==> src/wbh_pkg.sv <==
// Shared types and constants for the weighted batched histogram.
// No dependencies; imported by wbh_div and weighted_batched_histogram.
package wbh_pkg;

	localparam int MAX_BINS  = 32;
	localparam int MAX_BATCH = 16;
	localparam int BIN_AW    = $clog2(MAX_BINS);
	localparam int PEND_AW   = $clog2(MAX_BATCH);
	localparam int BIN_W     = 48;
	localparam int DVD_W     = 49;
	localparam int DEN_W     = 37;
	localparam int CFG_IW    = 3;

	localparam logic signed [BIN_W-1:0] BIN_MAXV = {1'b0, {(BIN_W-1){1'b1}}};
	localparam logic signed [BIN_W-1:0] BIN_MINV = {1'b1, {(BIN_W-1){1'b0}}};

	localparam logic [CFG_IW-1:0] CFG_RANGE_MIN = 3'd0;
	localparam logic [CFG_IW-1:0] CFG_BIN_WIDTH = 3'd1;
	localparam logic [CFG_IW-1:0] CFG_BINS      = 3'd2;
	localparam logic [CFG_IW-1:0] CFG_BATCH     = 3'd3;
	localparam logic [CFG_IW-1:0] CFG_NORMALIZE = 3'd4;

	typedef enum logic [3:0] {
		ST_IDLE,
		ST_SC_RD,
		ST_SC_LD,
		ST_SC_DIV,
		ST_SC_WR,
		ST_BC,
		ST_PD_RD,
		ST_PD_LD,
		ST_SEARCH,
		ST_AD_DIV,
		ST_BN_RD,
		ST_BN_WR,
		ST_OUT_RD,
		ST_OUT_LD
	} state_t;

	typedef struct packed {
		logic                    start;
		logic signed [DVD_W-1:0] num;
		logic [DEN_W-1:0]        den;
	} div_req_t;

	typedef struct packed {
		logic                    done;
		logic signed [DVD_W-1:0] quo;
	} div_rsp_t;

endpackage

==> src/wbh_div.sv <==
// Bit-serial signed divider, quotient rounded to nearest, ties away from zero.
// Depends on wbh_pkg.
module wbh_div (
	input  logic              clk,
	input  logic              arst_n,
	input  wbh_pkg::div_req_t req,
	output wbh_pkg::div_rsp_t rsp
);
	import wbh_pkg::*;

	logic [DVD_W-1:0] quo_q;
	logic [DEN_W-1:0] rem_q;
	logic [DEN_W-1:0] den_q;
	logic             neg_q;
	logic [5:0]       cnt_q;
	logic             done_q;

	logic [DVD_W-1:0] mag;
	logic [DEN_W:0]   sh;
	logic [DEN_W:0]   diff;

	assign mag  = req.num[DVD_W-1] ? DVD_W'(-req.num) : DVD_W'(req.num);
	assign sh   = {rem_q, quo_q[DVD_W-1]};
	assign diff = sh - {1'b0, den_q};

	always_ff @(posedge clk or negedge arst_n) begin
		if (!arst_n) begin
			cnt_q  <= '0;
			done_q <= 1'b0;
		end else begin
			done_q <= 1'b0;
			if (req.start) begin
				cnt_q <= 6'(DVD_W);
			end else if (cnt_q != '0) begin
				cnt_q <= cnt_q - 6'd1;
				if (cnt_q == 6'd1)
					done_q <= 1'b1;
			end
		end
	end

	always_ff @(posedge clk) begin
		if (req.start) begin
			// bias by den/2 for round to nearest on the magnitude
			quo_q <= mag + DVD_W'(req.den >> 1);
			rem_q <= '0;
			den_q <= req.den;
			neg_q <= req.num[DVD_W-1];
		end else if (cnt_q != '0) begin
			if (!diff[DEN_W]) begin
				rem_q <= diff[DEN_W-1:0];
				quo_q <= {quo_q[DVD_W-2:0], 1'b1};
			end else begin
				rem_q <= sh[DEN_W-1:0];
				quo_q <= {quo_q[DVD_W-2:0], 1'b0};
			end
		end
	end

	assign rsp.done = done_q;
	assign rsp.quo  = neg_q ? -$signed(quo_q) : $signed(quo_q);

endmodule
==> config.mk <==
export PLATFORM = sky130hd
export DESIGN_NAME = wbh_div
export DESIGN_NICKNAME = d
export VERILOG_FILES = /design/src/wbh_pkg.sv /design/src/wbh_div.sv
export SDC_FILE = /design/constraint.sdc
export NUM_CORES = 1
export LEC_CHECK = 0
export BUFFER_PORTS_ARGS = -buffer_cell sky130_fd_sc_hd__buf_4
export CAP_MARGIN = 10
export CORE_ASPECT_RATIO = 1.4
export CORE_MARGIN = 10
export CORE_UTILIZATION = 40
export CTS_CLUSTER_SIZE = 12
export DETAILED_ROUTE_END_ITERATION = 8
export PLACE_DENSITY = 0.64
export SLEW_MARGIN = 20
export SYNTH_ARGS = -nofsm -noshare
export SYNTH_HDL_FRONTEND = slang
export SYNTH_SLANG_ARGS = --single-unit
==> constraint.sdc <==
create_clock -name clk -period 3.5 [get_ports clk]
set_input_delay 0.875 -clock clk [delete_from_list [all_inputs] [get_ports clk]]
set_output_delay 0.875 -clock clk [all_outputs]
set_load 0.05 [all_outputs]
-- Word level (Yosys, flattened, before mapping)
Cells that the tools add are included.
- bits of input ports: 89
- word-level logic and storage cells: 25
- output and inout bits: 50
- register bits after elaboration: 131
- mux-type cells: 11
- $add $sub $neg: 5
- equality and inequality tests: 1
- reduce and logical (&&, ||, !) cells: 2
- operators by type and width (cell ; count):
    $mux 49 ; 4
    $neg 49->49 ; 2
    $add 49x36->49 ; 1
    $sub 38x37->38 ; 1
    $mux 37 ; 1
    $mux 6 ; 2
    $eq 6x1->1 const B ; 1
    $reduce_bool 6->1 ; 1
    $sub 6x1->6 const B ; 1
    $mux 1 ; 4
    $reduce_bool 2->1 ; 1

-- Depth between registers and ports, before layout
- depth in word-level cells: 4
- depth in mapped cells: 17

-- Least setup slack after synthesis
Ideal clock, no wire load.
- kind: input to register
- start point: in req[42] (netlist name)
- end point: reg quo_q[42] (data pin)
- path buffers: 0
- required time: 3.240 ns
- stages: 16
- setup slack: -1.687 ns
- data arrival time: 4.927 ns
- cell sequence: nor4_1 -> nand3_1 -> or4_1 -> or4_1 -> o41ai_1 -> xnor2_1 -> ha_1 -> a21oi_1 -> o21ai_0 -> nor3_1 -> nand3_1 -> a311oi_1 -> o21a_1 -> nor3_1 -> xor2_1 -> mux2_2
- word-level cells in the longest chain between the ends: 4
- RTL lines (element ; RTL line ; source):
    from (decl) ; wbh_div.sv:6 ; input wbh_pkg::div_req_t req,
    $neg 49->49 ; wbh_div.sv:22 ; assign mag = req.num[DVD_W-1] ? DVD_W'(-req.num) : DVD_W'(req.num);
    $mux 49 (*) ; wbh_div.sv:22 ;
    $add 49x36->49 (*) ; wbh_div.sv:45 ; quo_q <= mag + DVD_W'(req.den >> 1);
    $mux 49 (*) ; wbh_div.sv:43 ; if (req.start) begin
    to (signal assigned) ; wbh_div.sv:45 ;
    to (signal assigned) ; wbh_div.sv:52 ; quo_q <= {quo_q[DVD_W-2:0], 1'b1};
    to (signal assigned) ; wbh_div.sv:55 ; quo_q <= {quo_q[DVD_W-2:0], 1'b0};
    to (decl) ; wbh_div.sv:11 ; logic [DVD_W-1:0] quo_q;
Every way passes the cells marked *; elsewhere a longest branch is shown, timed or not.
A chain may end at the register's enable or synchronous reset.

-- Worst setup path in the final report
- start point: in req[46] (netlist name)
- end point: reg quo_q[38] (data pin)
The elaborated chain is that of the path after synthesis.

==> reports/results.ini <==
[critical_path]
r2r_setup_slack_ps=170
cp_common_cell=a21o_1
endpoint_kind=register
crit_fanout=7
crit_chain=buf_8, buf_6, or4_4, or4b_4, or3_4, o21ai_4, xnor2_2, ha_1, a21o_1, a21o_1, a21o_1, a21o_1, a21oi_1, o21a_2, nand2b_4, xnor2_2, mux2_4
cp.arrival_ps=4900
cpPeakStageDelay_ps=570
cp-start-kind=primary input
crit_required_ps=3700
critical-path-slowest-cell=or4b_4
critPathKind=in2reg

[pwr]
powerDensity_nw_per_um2=604
leakage_nw=8.01
max-vdd-ir-drop_v=0.000288

[sta]
setup_viol=72
fin_ws_ps=-1200
slew-limit-headroom_pct=34.9
rsz0062_at_grt=yes
worst_slew_pin_slew_ps=977
max_freq_ghz=0.213
whs_ps=235
min_period_ps=4700
finalHoldViolCount=0
clock_skew_ps=13.2
drv_slew=0
finalCritPeriodShare_pct=134

[run_status]
violations=setup timing
status=complete, but fails checks

[clock_tree]
root_buffer=clkbuf_16
cts_made_buffers=17
cts_tree=built
htree_levels=4
worstSkewPairLatency_ps=450
clk_pin_slew_ps=70
cts_max_path_buffers=2
cts.sinks=131

[synth]
syn_inst=1358
postSynthNetCount=1527
ys_types=76
async_reset_ff_share_pct=5.34
synth_common_cells=nand2_1, xnor2_1, nor2_1
synth_top_area_cell=edfxtp_1
synth.most_common_cell=nand2_1
yosys_warnings=0
synth_edf_count=87
synth_area_um2=11700
synth_top_area_share_pct=22.4
synthFlopType=edfxtp_1
ys_seq_area_share_pct=30.3
synth.area.top_cells=edfxtp_1, xnor2_1, ha_1, dfxtp_1, nand2_1
avgSynthCellArea_um2=8.59
ys_ff_latch=131

[placement]
routabilityCongestion=0.955
hpwl_um=32700
place_worst_setup_slack_ps=-1830
portBuffers=138

[grt]
grt_pass1_vias=12900
antenna_found_initial=1
grt_first_pass_wirelength_um=68200
grt.total_usage_pct=23.4
grt-ovfl-total=0
grt_max_degree=112

[route]
ant_nets=0
vias=12400
wl_per_cell_um=19.9
routed_wirelength_um=44000
via_per_inst=5.60
post-route-drc-count=0
drtIter0Drc=597
drtPass1Iterations=5

[die]
dieArea_um2=36500
start_util_pct=40.8
die_y_um=222
row_count=73
fp.dieW_um=164
coreArea_um2=28600
io-pin-count=139

[final_layout]
area_delta_synth_final_pct=60.5
drive_above_1_share_pct=44.6
fin_util_pct=65.5
nNetsFinal=1990

[flow_run]
cap_viol_max_count=0

[hold_path]
min_path_type=in2async

## critical path, delay by kind of cell
kind,cells,cell delay (ps)
AOI/OAI and AO/OA,7,1300
xor gates and xnor gates,2,210
adders and majority gates,1,320
buffers and inverters,2,210
muxes,1,260
and+or+nand+nor,4,1730
## metrics by stage
step / std cells / area, um^2 / TNS [ps] / power [W]
after floorplan: 1358 / 12400 / -33850 / 0.00635
after global placement: 2127 / 16000 / -57930 / 0.00854
after detailed placement: 2127 / 16000 / -59690 / 0.00861
after CTS: 2185 / 18000 / -49180 / 0.0109
after global routing: 2210 / 18700 / -60810 / 0.0119
final: 2210 / 18700 / -53720 / 0.0113
## cells by family (layout without fill, tap and decap cells)
group / Yosys count / count (layout) / synth area share, %
and+or+nand+nor: 433 / 433 / 18.5
AOI/OAI and AO/OA: 374 / 374 / 20.8
xor gates and xnor gates: 173 / 173 / 13.0
DFF: 131 / 131 / 30.3
buffers and inverters: 119 / 595 / 4.12
adders and majority gates: 80 / 80 / 8.71
muxes: 48 / 48 / 4.61
other: 0 / 1 / 0
## registers in the layout, summed over array words and instances (netlist names)
| signal | cells |
|---|---|
| neg_q | 1 |
| quo_q | 49 |
| rem_q | 37 |
| done_q | 1 |
| cnt_q | 6 |
| den_q | 37 |
## power by group
| part | internal, W | leakage, nW | total, W | switching [W] |
|---|---|---|---|---|
| clock | 0.00104 | 0.267 | 0.00179 | 0.000745 |
| sequential | 0.00212 | 1.27 | 0.00244 | 0.000324 |
| combinational | 0.00312 | 6.47 | 0.00708 | 0.00396 |
## final timing paths
kind	start	endpoint	depth (start not counted)
setup / recovery	req[46]	quo_q[38]	17
hold / removal	arst_n	cnt_q[5]	1
setup reg to reg	quo_q[48]	rem_q[16]	14
hold reg to reg	rem_q[1]	rem_q[1]	2
max in group asynchronous	arst_n	cnt_q[1]	1
min in group clk	rem_q[1]	rem_q[1]	2
## cells in the final DEF, fill, tap and decap left out, types with 18 or more instances in the layout
cell type / count
buf_6: 74
nand2b_1: 18
a311oi_1: 18
mux2_4: 24
o31ai_1: 26
ha_1: 73
xnor2_1: 82
nand2_1: 119
inv_1: 61
a21oi_1: 80
nor2_1: 94
buf_4: 406
edfxtp_1: 87
dfxtp_1: 37
xor2_1: 35
o21ai_0: 48
a21o_1: 27
xnor2_2: 31
## area by class of cell
cell class                 instances  area (um^2)
fill                            2186         9870
multi-input combinational       1108         9720
timing repair buffer             498         4180
sequential                       131         3530
tap                              375          469
clock buffer                      18          429
inverter                          65          246
clock inverter                    14          140
antenna                            1         2.50
## repair_timing
| item | 4_1_cts | 5_1_grt |
|---|---|---|
| pin swaps | 71 | 76 |
| setup endpoints to repair | 73 | 102 |
| setup buffers | 29 | 32 |
| gates resized for setup | 238 | 122 |
| hold buffers | 0 | 0 |
| cloned | 1 | 0 |
## routing by layer
metal	GRT usage, %	wire, um	vias to the layer above
met5	0	0	-
met4	12.4	2330	0
met3	4.05	1880	117
met2	43.0	23700	345
met1	24.4	16100	6019
li1	-	-	5901
(Power assumes the default switching activity.)
